File: src/hw/rtl/rc4_pkg.sv
`timescale 1ns / 1ps

package rc4_pkg;

	localparam int PERM_DEPTH = 256;
	localparam int MAX_KEY_BYTES_DEF = 256;
	localparam logic [8:0] KEY_LENGTH_RESET = 9'd16;

	localparam logic [1:0] KIND_KEY   = 2'd0;
	localparam logic [1:0] KIND_SCHED = 2'd1;
	localparam logic [1:0] KIND_DATA  = 2'd2;

	typedef enum logic [3:0] {
		ST_IDLE,
		ST_INIT,
		ST_KS_RD,
		ST_KS_ACC,
		ST_KS_WR_K,
		ST_KS_WR_A,
		ST_PR_I,
		ST_PR_J,
		ST_PR_WR_I,
		ST_PR_WR_J,
		ST_PR_RD,
		ST_PR_XOR,
		ST_DONE
	} state_t;

	typedef struct packed {
		logic       we;
		logic [7:0] waddr;
		logic [7:0] wdata;
		logic [7:0] raddr;
	} perm_req_t;

endpackage

File: src/hw/rtl/rc4_if.sv
`timescale 1ns / 1ps

interface rc4_in_if;
	logic       valid;
	logic       ready;
	logic [1:0] kind;
	logic [7:0] key_index;
	logic [7:0] key_byte;
	logic [7:0] data_in;
	logic       last_byte;

	modport source (output valid, kind, key_index, key_byte, data_in, last_byte, input ready);
	modport sink (input valid, kind, key_index, key_byte, data_in, last_byte, output ready);
endinterface

interface rc4_out_if;
	logic       valid;
	logic       ready;
	logic [7:0] data_out;
	logic       schedule_done;
	logic       last_out;

	modport source (output valid, data_out, schedule_done, last_out, input ready);
	modport sink (input valid, data_out, schedule_done, last_out, output ready);
endinterface

File: src/hw/rtl/rc4_stream_cipher_top.sv
`timescale 1ns / 1ps

// port        dir  handshake         content
// cmd         in   valid/ready       kind, key_index, key_byte, data_in, last_byte
// res         out  valid/ready       data_out, schedule_done, last_out
// cfg_we/wd   in   write enable      key_length, 9 bits
//
// key byte beat: written into the key store on acceptance, if key_index < MAX_KEY_BYTES
// data beat: states PR_I, PR_J, PR_WR_I, PR_WR_J, PR_RD, PR_XOR, then the result beat in DONE
// key schedule: INIT fills the ram, then a KS_RD, KS_ACC, KS_WR_K, KS_WR_A swap per entry, then the done beat
// one beat in flight; after a schedule or data beat cmd.ready is low until the result beat is taken
// arst_n clears control, indices and key_length (16); rams are not cleared

module rc4_stream_cipher_top #(
	parameter int MAX_KEY_BYTES = rc4_pkg::MAX_KEY_BYTES_DEF,
	localparam int KEY_AW = (MAX_KEY_BYTES > 1) ? $clog2(MAX_KEY_BYTES) : 1
) (
	input  logic       clk,
	input  logic       arst_n,
	rc4_in_if.sink     cmd,
	rc4_out_if.source  res,
	input  logic       cfg_we,
	input  logic [8:0] cfg_wdata
);

	logic [8:0]         key_length_q;
	rc4_pkg::perm_req_t perm_req;
	logic [7:0]         perm_rdata;
	logic               key_we;
	logic [KEY_AW-1:0]  key_waddr;
	logic [7:0]         key_wdata;
	logic [KEY_AW-1:0]  key_raddr;
	logic [7:0]         key_rdata;

	always_ff @(posedge clk or negedge arst_n) begin
		if (!arst_n) begin
			key_length_q <= rc4_pkg::KEY_LENGTH_RESET;
		end else if (cfg_we) begin
			key_length_q <= cfg_wdata;
		end
	end

	rc4_core #(
		.MAX_KEY_BYTES(MAX_KEY_BYTES)
	) u_core (
		.clk        (clk),
		.arst_n     (arst_n),
		.cmd        (cmd),
		.res        (res),
		.key_length (key_length_q),
		.perm_req   (perm_req),
		.perm_rdata (perm_rdata),
		.key_we     (key_we),
		.key_waddr  (key_waddr),
		.key_wdata  (key_wdata),
		.key_raddr  (key_raddr),
		.key_rdata  (key_rdata)
	);

	rc4_ram #(
		.WIDTH(8),
		.DEPTH(rc4_pkg::PERM_DEPTH)
	) u_perm_ram (
		.clk   (clk),
		.we    (perm_req.we),
		.waddr (perm_req.waddr),
		.wdata (perm_req.wdata),
		.raddr (perm_req.raddr),
		.rdata (perm_rdata)
	);

	rc4_ram #(
		.WIDTH(8),
		.DEPTH(MAX_KEY_BYTES)
	) u_key_ram (
		.clk   (clk),
		.we    (key_we),
		.waddr (key_waddr),
		.wdata (key_wdata),
		.raddr (key_raddr),
		.rdata (key_rdata)
	);

endmodule

File: src/hw/rtl/rc4_ram.sv
`timescale 1ns / 1ps

module rc4_ram #(
	parameter int WIDTH = 8,
	parameter int DEPTH = 256,
	localparam int AW = (DEPTH > 1) ? $clog2(DEPTH) : 1
) (
	input  logic             clk,
	input  logic             we,
	input  logic [AW-1:0]    waddr,
	input  logic [WIDTH-1:0] wdata,
	input  logic [AW-1:0]    raddr,
	output logic [WIDTH-1:0] rdata
);

	logic [WIDTH-1:0] mem [DEPTH];

	always_ff @(posedge clk) begin
		if (we) begin
			mem[waddr] <= wdata;
		end
		rdata <= mem[raddr];
	end

endmodule

File: src/hw/rtl/rc4_core.sv
`timescale 1ns / 1ps

module rc4_core #(
	parameter int MAX_KEY_BYTES = rc4_pkg::MAX_KEY_BYTES_DEF,
	localparam int KEY_AW = (MAX_KEY_BYTES > 1) ? $clog2(MAX_KEY_BYTES) : 1
) (
	input  logic                clk,
	input  logic                arst_n,
	rc4_in_if.sink              cmd,
	rc4_out_if.source           res,
	input  logic [8:0]          key_length,
	output rc4_pkg::perm_req_t  perm_req,
	input  logic [7:0]          perm_rdata,
	output logic                key_we,
	output logic [KEY_AW-1:0]   key_waddr,
	output logic [7:0]          key_wdata,
	output logic [KEY_AW-1:0]   key_raddr,
	input  logic [7:0]          key_rdata
);

	rc4_pkg::state_t state_q, state_d;

	logic [7:0]        cnt_q;
	logic [KEY_AW-1:0] kpos_q;
	logic [7:0]        i_q;
	logic [7:0]        j_q;
	logic [7:0]        acc_q;
	logic [7:0]        pa_q;
	logic [7:0]        pb_q;
	logic [7:0]        din_q;
	logic              last_q;
	logic [7:0]        res_data_q;
	logic              res_done_q;
	logic              res_last_q;

	logic [8:0]        klen;
	logic [KEY_AW-1:0] kpos_last;
	logic [7:0]        op_a;
	logic [7:0]        op_b;
	logic [7:0]        op_c;
	logic [7:0]        sum;
	logic              accept;

	assign accept = cmd.valid && cmd.ready;
	assign cmd.ready = (state_q == rc4_pkg::ST_IDLE);

	assign res.valid = (state_q == rc4_pkg::ST_DONE);
	assign res.data_out = res_data_q;
	assign res.schedule_done = res_done_q;
	assign res.last_out = res_last_q;

	// key store write straight from the input beat
	assign key_we = accept && (cmd.kind == rc4_pkg::KIND_KEY)
		&& ({1'b0, cmd.key_index} < 9'(MAX_KEY_BYTES));
	assign key_waddr = KEY_AW'(cmd.key_index);
	assign key_wdata = cmd.key_byte;
	assign key_raddr = kpos_q;

	always_comb begin
		if (key_length == 9'd0) begin
			klen = 9'd1;
		end else if (key_length > 9'(MAX_KEY_BYTES)) begin
			klen = 9'(MAX_KEY_BYTES);
		end else begin
			klen = key_length;
		end
	end

	assign kpos_last = KEY_AW'(klen - 9'd1);

	// shared byte adder
	always_comb begin
		op_a = '0;
		op_b = '0;
		op_c = '0;
		case (state_q)
			rc4_pkg::ST_KS_ACC: begin
				op_a = acc_q;
				op_b = perm_rdata;
				op_c = key_rdata;
			end
			rc4_pkg::ST_PR_I: begin
				op_a = i_q;
				op_b = 8'd1;
			end
			rc4_pkg::ST_PR_J: begin
				op_a = j_q;
				op_b = perm_rdata;
			end
			rc4_pkg::ST_PR_WR_J: begin
				op_a = pa_q;
				op_b = pb_q;
			end
			default: begin
			end
		endcase
	end

	assign sum = op_a + op_b + op_c;

	always_comb begin
		state_d = state_q;
		perm_req = '0;
		case (state_q)
			rc4_pkg::ST_IDLE: begin
				if (accept) begin
					case (cmd.kind)
						rc4_pkg::KIND_SCHED: state_d = rc4_pkg::ST_INIT;
						rc4_pkg::KIND_DATA:  state_d = rc4_pkg::ST_PR_I;
						default:             state_d = rc4_pkg::ST_IDLE;
					endcase
				end
			end
			rc4_pkg::ST_INIT: begin
				perm_req.we = 1'b1;
				perm_req.waddr = cnt_q;
				perm_req.wdata = cnt_q;
				if (cnt_q == 8'hff) begin
					state_d = rc4_pkg::ST_KS_RD;
				end
			end
			rc4_pkg::ST_KS_RD: begin
				perm_req.raddr = cnt_q;
				state_d = rc4_pkg::ST_KS_ACC;
			end
			rc4_pkg::ST_KS_ACC: begin
				perm_req.raddr = sum;
				state_d = rc4_pkg::ST_KS_WR_K;
			end
			rc4_pkg::ST_KS_WR_K: begin
				perm_req.we = 1'b1;
				perm_req.waddr = cnt_q;
				perm_req.wdata = perm_rdata;
				state_d = rc4_pkg::ST_KS_WR_A;
			end
			rc4_pkg::ST_KS_WR_A: begin
				perm_req.we = 1'b1;
				perm_req.waddr = acc_q;
				perm_req.wdata = pa_q;
				state_d = (cnt_q == 8'hff) ? rc4_pkg::ST_DONE : rc4_pkg::ST_KS_RD;
			end
			rc4_pkg::ST_PR_I: begin
				perm_req.raddr = sum;
				state_d = rc4_pkg::ST_PR_J;
			end
			rc4_pkg::ST_PR_J: begin
				perm_req.raddr = sum;
				state_d = rc4_pkg::ST_PR_WR_I;
			end
			rc4_pkg::ST_PR_WR_I: begin
				perm_req.we = 1'b1;
				perm_req.waddr = i_q;
				perm_req.wdata = perm_rdata;
				state_d = rc4_pkg::ST_PR_WR_J;
			end
			rc4_pkg::ST_PR_WR_J: begin
				perm_req.we = 1'b1;
				perm_req.waddr = j_q;
				perm_req.wdata = pa_q;
				state_d = rc4_pkg::ST_PR_RD;
			end
			rc4_pkg::ST_PR_RD: begin
				perm_req.raddr = acc_q;
				state_d = rc4_pkg::ST_PR_XOR;
			end
			rc4_pkg::ST_PR_XOR: begin
				state_d = rc4_pkg::ST_DONE;
			end
			rc4_pkg::ST_DONE: begin
				if (res.ready) begin
					state_d = rc4_pkg::ST_IDLE;
				end
			end
			default: begin
				state_d = rc4_pkg::ST_IDLE;
			end
		endcase
	end

	always_ff @(posedge clk or negedge arst_n) begin
		if (!arst_n) begin
			state_q <= rc4_pkg::ST_IDLE;
		end else begin
			state_q <= state_d;
		end
	end

	always_ff @(posedge clk or negedge arst_n) begin
		if (!arst_n) begin
			cnt_q <= '0;
			kpos_q <= '0;
			i_q <= '0;
			j_q <= '0;
		end else begin
			case (state_q)
				rc4_pkg::ST_IDLE: begin
					if (accept && (cmd.kind == rc4_pkg::KIND_SCHED)) begin
						cnt_q <= '0;
						kpos_q <= '0;
					end
				end
				rc4_pkg::ST_INIT: begin
					cnt_q <= cnt_q + 8'd1;
				end
				rc4_pkg::ST_KS_WR_A: begin
					cnt_q <= cnt_q + 8'd1;
					kpos_q <= (kpos_q == kpos_last) ? '0 : KEY_AW'(kpos_q + 1'b1);
					if (cnt_q == 8'hff) begin
						i_q <= '0;
						j_q <= '0;
					end
				end
				rc4_pkg::ST_PR_I: begin
					i_q <= sum;
				end
				rc4_pkg::ST_PR_J: begin
					j_q <= sum;
				end
				default: begin
				end
			endcase
		end
	end

	always_ff @(posedge clk) begin
		case (state_q)
			rc4_pkg::ST_IDLE: begin
				acc_q <= '0;
				din_q <= cmd.data_in;
				last_q <= cmd.last_byte;
			end
			rc4_pkg::ST_KS_ACC: begin
				acc_q <= sum;
				pa_q <= perm_rdata;
			end
			rc4_pkg::ST_KS_WR_A: begin
				res_data_q <= '0;
				res_done_q <= 1'b1;
				res_last_q <= 1'b0;
			end
			rc4_pkg::ST_PR_J: begin
				pa_q <= perm_rdata;
			end
			rc4_pkg::ST_PR_WR_I: begin
				pb_q <= perm_rdata;
			end
			rc4_pkg::ST_PR_WR_J: begin
				acc_q <= sum;
			end
			rc4_pkg::ST_PR_XOR: begin
				res_data_q <= din_q ^ perm_rdata;
				res_done_q <= 1'b0;
				res_last_q <= last_q;
			end
			default: begin
			end
		endcase
	end

	a_no_ready_with_result: assert property (@(posedge clk) disable iff (!arst_n)
		!(cmd.ready && res.valid))
		else $error("input ready while a result beat is pending");

	a_ready_after_result: assert property (@(posedge clk) disable iff (!arst_n)
		res.valid && res.ready |=> cmd.ready)
		else $error("engine not ready after result beat");

	a_done_beat_clean: assert property (@(posedge clk) disable iff (!arst_n)
		res.valid && res.schedule_done |-> (res.data_out == 8'd0) && !res.last_out)
		else $error("schedule done beat carries data");

	a_done_indices_clear: assert property (@(posedge clk) disable iff (!arst_n)
		res.valid && res.schedule_done |-> (i_q == 8'd0) && (j_q == 8'd0))
		else $error("indices not cleared after schedule");

	a_key_write_idle: assert property (@(posedge clk) disable iff (!arst_n)
		key_we |-> (state_q == rc4_pkg::ST_IDLE) && !perm_req.we)
		else $error("key write outside idle");

endmodule
File: src/flat_wrapper.sv
// flat-port wrapper written by rule: the top's interface ports become plain ports
module rc4_stream_cipher_top_flat 
#(
	parameter int MAX_KEY_BYTES = rc4_pkg::MAX_KEY_BYTES_DEF,
	localparam int KEY_AW = (MAX_KEY_BYTES > 1) ? $clog2(MAX_KEY_BYTES) : 1
)
  (clk, arst_n, cfg_we, cfg_wdata, cmd_valid, cmd_kind, cmd_key_index, cmd_key_byte, cmd_data_in, cmd_last_byte, cmd_ready, res_valid, res_data_out, res_schedule_done, res_last_out, res_ready);
  rc4_in_if cmd_i ();
  rc4_out_if res_i ();
  input  logic clk;
  input  logic arst_n;
  input  logic cfg_we;
  input  logic [8:0] cfg_wdata;
  input wire logic [$bits(cmd_i.valid)-1:0] cmd_valid;
  input wire logic [$bits(cmd_i.kind)-1:0] cmd_kind;
  input wire logic [$bits(cmd_i.key_index)-1:0] cmd_key_index;
  input wire logic [$bits(cmd_i.key_byte)-1:0] cmd_key_byte;
  input wire logic [$bits(cmd_i.data_in)-1:0] cmd_data_in;
  input wire logic [$bits(cmd_i.last_byte)-1:0] cmd_last_byte;
  output wire logic [$bits(cmd_i.ready)-1:0] cmd_ready;
  output wire logic [$bits(res_i.valid)-1:0] res_valid;
  output wire logic [$bits(res_i.data_out)-1:0] res_data_out;
  output wire logic [$bits(res_i.schedule_done)-1:0] res_schedule_done;
  output wire logic [$bits(res_i.last_out)-1:0] res_last_out;
  input wire logic [$bits(res_i.ready)-1:0] res_ready;
  assign cmd_i.valid = cmd_valid;
  assign cmd_i.kind = cmd_kind;
  assign cmd_i.key_index = cmd_key_index;
  assign cmd_i.key_byte = cmd_key_byte;
  assign cmd_i.data_in = cmd_data_in;
  assign cmd_i.last_byte = cmd_last_byte;
  assign cmd_ready = cmd_i.ready;
  assign res_valid = res_i.valid;
  assign res_data_out = res_i.data_out;
  assign res_schedule_done = res_i.schedule_done;
  assign res_last_out = res_i.last_out;
  assign res_i.ready = res_ready;
  rc4_stream_cipher_top #(.MAX_KEY_BYTES(MAX_KEY_BYTES)) u_core (.clk(clk), .arst_n(arst_n), .cmd(cmd_i), .res(res_i), .cfg_we(cfg_we), .cfg_wdata(cfg_wdata));
endmodule
File: config.mk
export PLATFORM = sky130hd
export DESIGN_NAME = rc4_stream_cipher_top_flat
export DESIGN_NICKNAME = d
export VERILOG_FILES = /design/src/hw/rtl/rc4_pkg.sv /design/src/hw/rtl/rc4_if.sv /design/src/hw/rtl/rc4_stream_cipher_top.sv /design/src/hw/rtl/rc4_ram.sv /design/src/hw/rtl/rc4_core.sv /design/src/flat_wrapper.sv
export SDC_FILE = /design/constraint.sdc
export NUM_CORES = 2
export LEC_CHECK = 0
export BUFFER_PORTS_ARGS = -buffer_cell sky130_fd_sc_hd__buf_2
export CAP_MARGIN = 20
export CORE_MARGIN = 2
export CORE_UTILIZATION = 50
export DETAILED_ROUTE_END_ITERATION = 10
export HOLD_SLACK_MARGIN = 0.15
export PLACE_DENSITY = 0.7
export RECOVER_POWER = 50
export SYNTH_ARGS = -nofsm -noshare
export SYNTH_HDL_FRONTEND = slang
export SYNTH_SLANG_ARGS = --single-unit
File: constraint.sdc
create_clock -name clk -period 8.58 [get_ports clk]
set_input_delay 1.287 -clock clk [delete_from_list [all_inputs] [get_ports clk]]
set_output_delay 1.287 -clock clk [all_outputs]
set_load 0.05 [all_outputs]
* After elaboration in Yosys (flattened, before gate mapping) *
Memory sizes are Yosys's and may differ from the RTL's. A register that Yosys moved wholly into a read port is not among the register bits.
Index checks and enable logic that the tools add are counted.

operators by class
  add/subtract/negate cells = 5
  $mul = 0
  div/mod/pow operators = 0
  $lt $le $gt $ge = 1
  eq/ne operators = 21
  shifts and indexed selects = 0
  multiplexer cells = 28
  bitwise logic cells = 1
  reductions and logical operators = 21

operator list
  kind                 number
  $pmux 8 s2           6
  $pmux 17 s5          1
  $pmux 4 s13          1
  $mux 8               6
  $pmux 8 s3           2
  $pmux 8 s4           1
  $eq 4x4->1 const B   5
  $add 8x1->8 const B  2
  $add 8x8->8          2
  $eq 4x3->1 const B   4
  $mux 4               4
  $reduce_bool 2->1    6
  $gt 9x9->1 const B   1
  $logic_not 9->1      1
  $eq 4x2->1 const B   2
  $eq 8x8->1           1
  $eq 8x8->1 const B   1
  $reduce_and 2->1     4
  $sub 8x1->8 const B  1
  $xor 8x8->8          1
  $ne 2x1->1 const B   3
  $pmux 3 s2           1
  $reduce_or 2->1      3
  $eq 4x1->1 const B   1
  10 further kinds     17

storage, ports and cells
  register bits after elaboration = 88
  latch bits = 0
  RAM bits = 4096
  bits in read-only memories = 0
  input bits = 41
  output and inout bits = 12
  word-level logic and storage cells = 93
  memories = 2

memory list
  memory                 words  width  read ports  clocked after Yosys merged registers in  write ports  line           source
  u_core.u_key_ram.mem   256    8      1           1                                        1            rc4_ram.sv:16  logic [WIDTH-1:0] mem [DEPTH];
  u_core.u_perm_ram.mem  256    8      1           1                                        1            rc4_ram.sv:16

* Depth between registers and ports, before layout *
  depth in word-level cells = 7
  depth in mapped cells = 22
  mapped depth without buffers = 17

* Cells and area by module *
Synthesis repeated with hierarchy kept, for this count alone.

unflattened totals
  cells, all modules = 7978
  area total of the unflattened synthesis = 164325.1 sq um

by module, submodules not included
  module                 instances  cells each  area an instance (sq um)  sequential area each (sq um)
  rc4_ram                2          3733        79556.3                   61659.1
  rc4_core               1          493         4839.6                    2192.1
  rc4_stream_cipher_top  1          19          372.9                     226.5

* Least setup slack after synthesis *
Ideal clock, no wire load.

  kind = flip-flop to flip-flop
  start = reg u_core.u_core.state_q[3]
  end = mem u_core.u_perm_ram.mem[0][0] (data pin)
  setup time = 822 ps
  data arrival time = 4647 ps
  path slack = 3111 ps
  cell stages (with the launch flop) = 7
  cell sequence = dfrtp_1 buf_6 buf_2 buf_1 nor3_1 a22oi_1 nand2_1

RTL lines
  what                    line             source
  from (decl)             rc4_core.sv:21   rc4_pkg::state_t state_q, state_d;
  from (signal assigned)  rc4_core.sv:182  state_q <= rc4_pkg::ST_IDLE;
  from (signal assigned)  rc4_core.sv:184  state_q <= state_d;
  to (decl)               rc4_ram.sv:16

==> key figures <==
Run status
  • Run status: finished, violations left
  • Failing checks: max-capacitance violations, max-slew violations

Finish
  • Largest regs: u_core.u_key_ram.mem x2048, u_core.u_perm_ram.mem x2048, u_core.key_length_q x9
  • Register area: 126000 µm²
  • Most frequent cells in the layout: edfxtp_1 (4139), nand2_1 (1637), mux2i_1 (627)
  • Fin util: 0.553
  • Final net count: 10.4k
  • Non-filler cells, final: 15.1k
  • Proportion of layout cells with a drive suffix above 1: 0.128
  • Fillers: 25.3k
  • Area of the multi-input gates: 38000 µm²
  • Final Cell Area: 184000 µm²
  • Most common cell after layout, fill and taps aside: edfxtp_1
  • P&R area growth vs syn: 10.4%

STA
  • Setup TNS: 0 ns
  • Final Skew: 0.0800 ns
  • Final hold violations: 0
  • Worst slew pin tran: 6.26 ns
  • Final Cycle Share: 0.897
  • Final setup violation count: 0
  • Max Clk Rate: 0.130 GHz
  • Clock period minus worst slack: 7.70 ns
  • Final Slew Violations: 4087
  • Slew HR: -3.17
  • RSZ-0062 raised after global routing: no

GRT
  • Global route total overflow: 0
  • Largest net degree at the start of global routing: 211
  • First-pass GRT wire length: 660000 µm
  • Initial antenna violation count: 22
  • Vias in the first global route: 93.4k
  • Gr usage total: 0.266

CTS
  • Maximum buffer depth of the clock tree: 4
  • H-tree Lvls: 5
  • Clock Latency Late Sink: 0.98 ns
  • CTS sink count: 4200
  • Post-CTS setup buffer count: 0
  • Hold_buf cts: 0
  • Worst-path clk slew: 0.07 ns
  • Post-CTS Resized: 0
  • CTS root buffer: clkbuf_16
  • CTS buffer count: 407
  • CTS tree: done

Die
  • Initial Utilization: 0.501
  • Chip height: 582 µm
  • Core Footprint: 333000 µm²
  • Row cnt: 212
  • Die area: 338000 µm²
  • Die Span X: 582 µm
  • I/O pin total: 53

Setup path
  • CP cell instances: buf_4 > clkbuf_2 > mux4_2 > mux4_2 > mux4_2 > mux4_2
  • Crit path top cell by count: mux4_2
  • Reg-to-reg slack, setup: 0.88 ns
  • CP max stage cell: clkbuf_2
  • Crit Path Category: reg -> reg
  • Worst Path Arrival: 8.50 ns
  • Crit path buf inv count: 2
  • Crit-path max FO: 87
  • Slowest cell delay on critical path: 2.21 ns
  • Crit end category: flop
  • Crit start category: flop
  • Req. time, crit path: 9.39 ns
  • CP delay by family, top: buffers and inverters

Pwr
  • Reg power frac: 0.392
  • P_int: 40.9 mW
  • Static leakage: 59.5 nW
  • Psw: 23.7 mW
  • Power share of the clock group: 0.268
  • PD cells: 351 nW/µm²
  • Switching share of power: 0.367
  • Comb power frac: 0.340
  • Total design power: 64.6 mW
  • VDD IR max: 430 µV

Yosys
  • Post-Synthesis Cell Area: 167000 µm²
  • Sequential area share after synthesis: 0.753
  • Syn Nets: 10.4k
  • Post-synthesis average cell area: 16.2 µm²
  • Post-synth top flop: edfxtp_1
  • Cells after Synth: 10.3k
  • Synthesis Warnings: 0
  • Number of synthesized flops with an enable pin: 4139
  • Synthesized flop and latch total: 4200
  • Async SR Flop Fraction: 0.0107
  • Yosys cell types: 101

Job
  • # Max-Cap Violations: 47

Detailed routing
  • Via count: 96.3k
  • Vias/cell: 6.38
  • Final antenna-violating net count: 0
  • Drt first pass iters: 8
  • Drt wl/cell: 30.5 µm
  • Initial DRC Count: 13.6k
  • DRT Wirelength: 459000 µm
  • Drt drc: 0

Placed design
  • Port buffer count: 52
  • Placed cell count: 14.3k
  • RD Place Congestion: 0.947
  • Area of placed instances: 172000 µm²
  • DP HPWL: 274000 µm

Worst hold path
  • HP Class: in -> reg
==> worst register-to-register path, cell delays in order, from the launching register on <==
cell and delay (ns):
dfrtp_1 2.02, buf_4 0.61, clkbuf_2 2.21, mux4_2 0.96, mux4_2 0.54, mux4_2 0.62
mux4_2 0.57
==> through the flow <==
| stage | hold WS (ns) | setup slack (ns) |
|---|---|---|
| after floorplan | 0.483 | 3.11 |
| after global placement | 0.518 | 1.31 |
| after detailed placement | 0.521 | 1.30 |
| after CTS | 0.438 | 1.25 |
| after global routing | 0.480 | 0.430 |
| final | 0.481 | 0.883 |
==> routing by layer <==
| metal | vias up | GRT usage | routed length (µm) | share of wire |
|---|---|---|---|---|
| met1 | 48600 | 0.351 | 166000 | 0.36 |
| met5 | - | 0 | 104 | 0.00023 |
| met3 | 1226 | 0.0567 | 50400 | 0.11 |
| met2 | 6128 | 0.415 | 214000 | 0.47 |
| met4 | 16 | 0.146 | 28100 | 0.061 |
| li1 | 40200 | - | - | - |
==> area by class of cell <==
cell class                      count  share of cell area
Tap cell                         4387              0.0298
Clock inverter                    240              0.0109
Multi-Input combinational cell   5432               0.206
Antenna cell                       13            0.000177
Timing Repair Buffer              272              0.0116
Clock buffer                      511              0.0582
Inverter                           22            0.000448
Sequential cell                  4200               0.683
==> synth_stat cells (125+ instances only) <==
library cell | n | area, µm²
mux4_2 | 373 | 8400
edfxtp_1 | 4139 | 124000
mux2i_1 | 627 | 6280
o21ai_0 | 154 | 771
mux2_2 | 131 | 1480
nand2_1 | 1642 | 6160
o22ai_1 | 153 | 957
nor2_1 | 599 | 2250
a21oi_1 | 313 | 1570
clkbuf_1 | 252 | 946
buf_2 | 244 | 1220
o221ai_1 | 125 | 1090
a32oi_1 | 153 | 1340
nand3_1 | 568 | 2840
==> power by group through the flow <==
stage	clock network (mW)	registers, mW	logic [mW]
5_1_grt	18.2	25.4	22.6
3_3_place_gp	0	25.5	21.1
3_5_place_dp	0	25.5	21.4
4_1_cts	17.4	25.1	21.5
6_report	17.3	25.3	22.0
2_1_floorplan	0	25.8	12.9
==> cell families (layout without fill, tap and decap cells) <==
group | Yosys count | after routing | synth area share
mux | 1134 | 1134 | 0.0971
simple gates | 3064 | 3064 | 0.0776
flops | 4200 | 4200 | 0.753
compound gates | 1192 | 1192 | 0.0485
xor+xnor | 25 | 25 | 0.00131
buf+inv | 664 | 1045 | 0.0205
fa+ha+maj | 17 | 17 | 0.00163
other cells | 0 | 13 | 0
==> final timing paths <==
kind / start / end / cells past startpoint
min: cmd_data_in[1] / u_core.u_core.din_q[1]$_DFFE_PP_ / 1
min reg2reg: u_core.u_core.i_q[4]$_DFFE_PN0P_ / u_core.u_core.i_q[4]$_DFFE_PN0P_ / 1
max: u_core.u_core.key_raddr[0]$_DFFE_PN0P_ / u_core.u_key_ram.rdata[6]$_DFF_P_ / 6
max in group asynchronous: arst_n / u_core.u_core.key_raddr[2]$_DFFE_PN0P_ / 2
max reg2reg: u_core.u_core.key_raddr[0]$_DFFE_PN0P_ / u_core.u_key_ram.rdata[6]$_DFF_P_ / 6
min in group asynchronous: arst_n / u_core.u_core.key_raddr[5]$_DFFE_PN0P_ / 2
(Power assumes the default switching activity.)
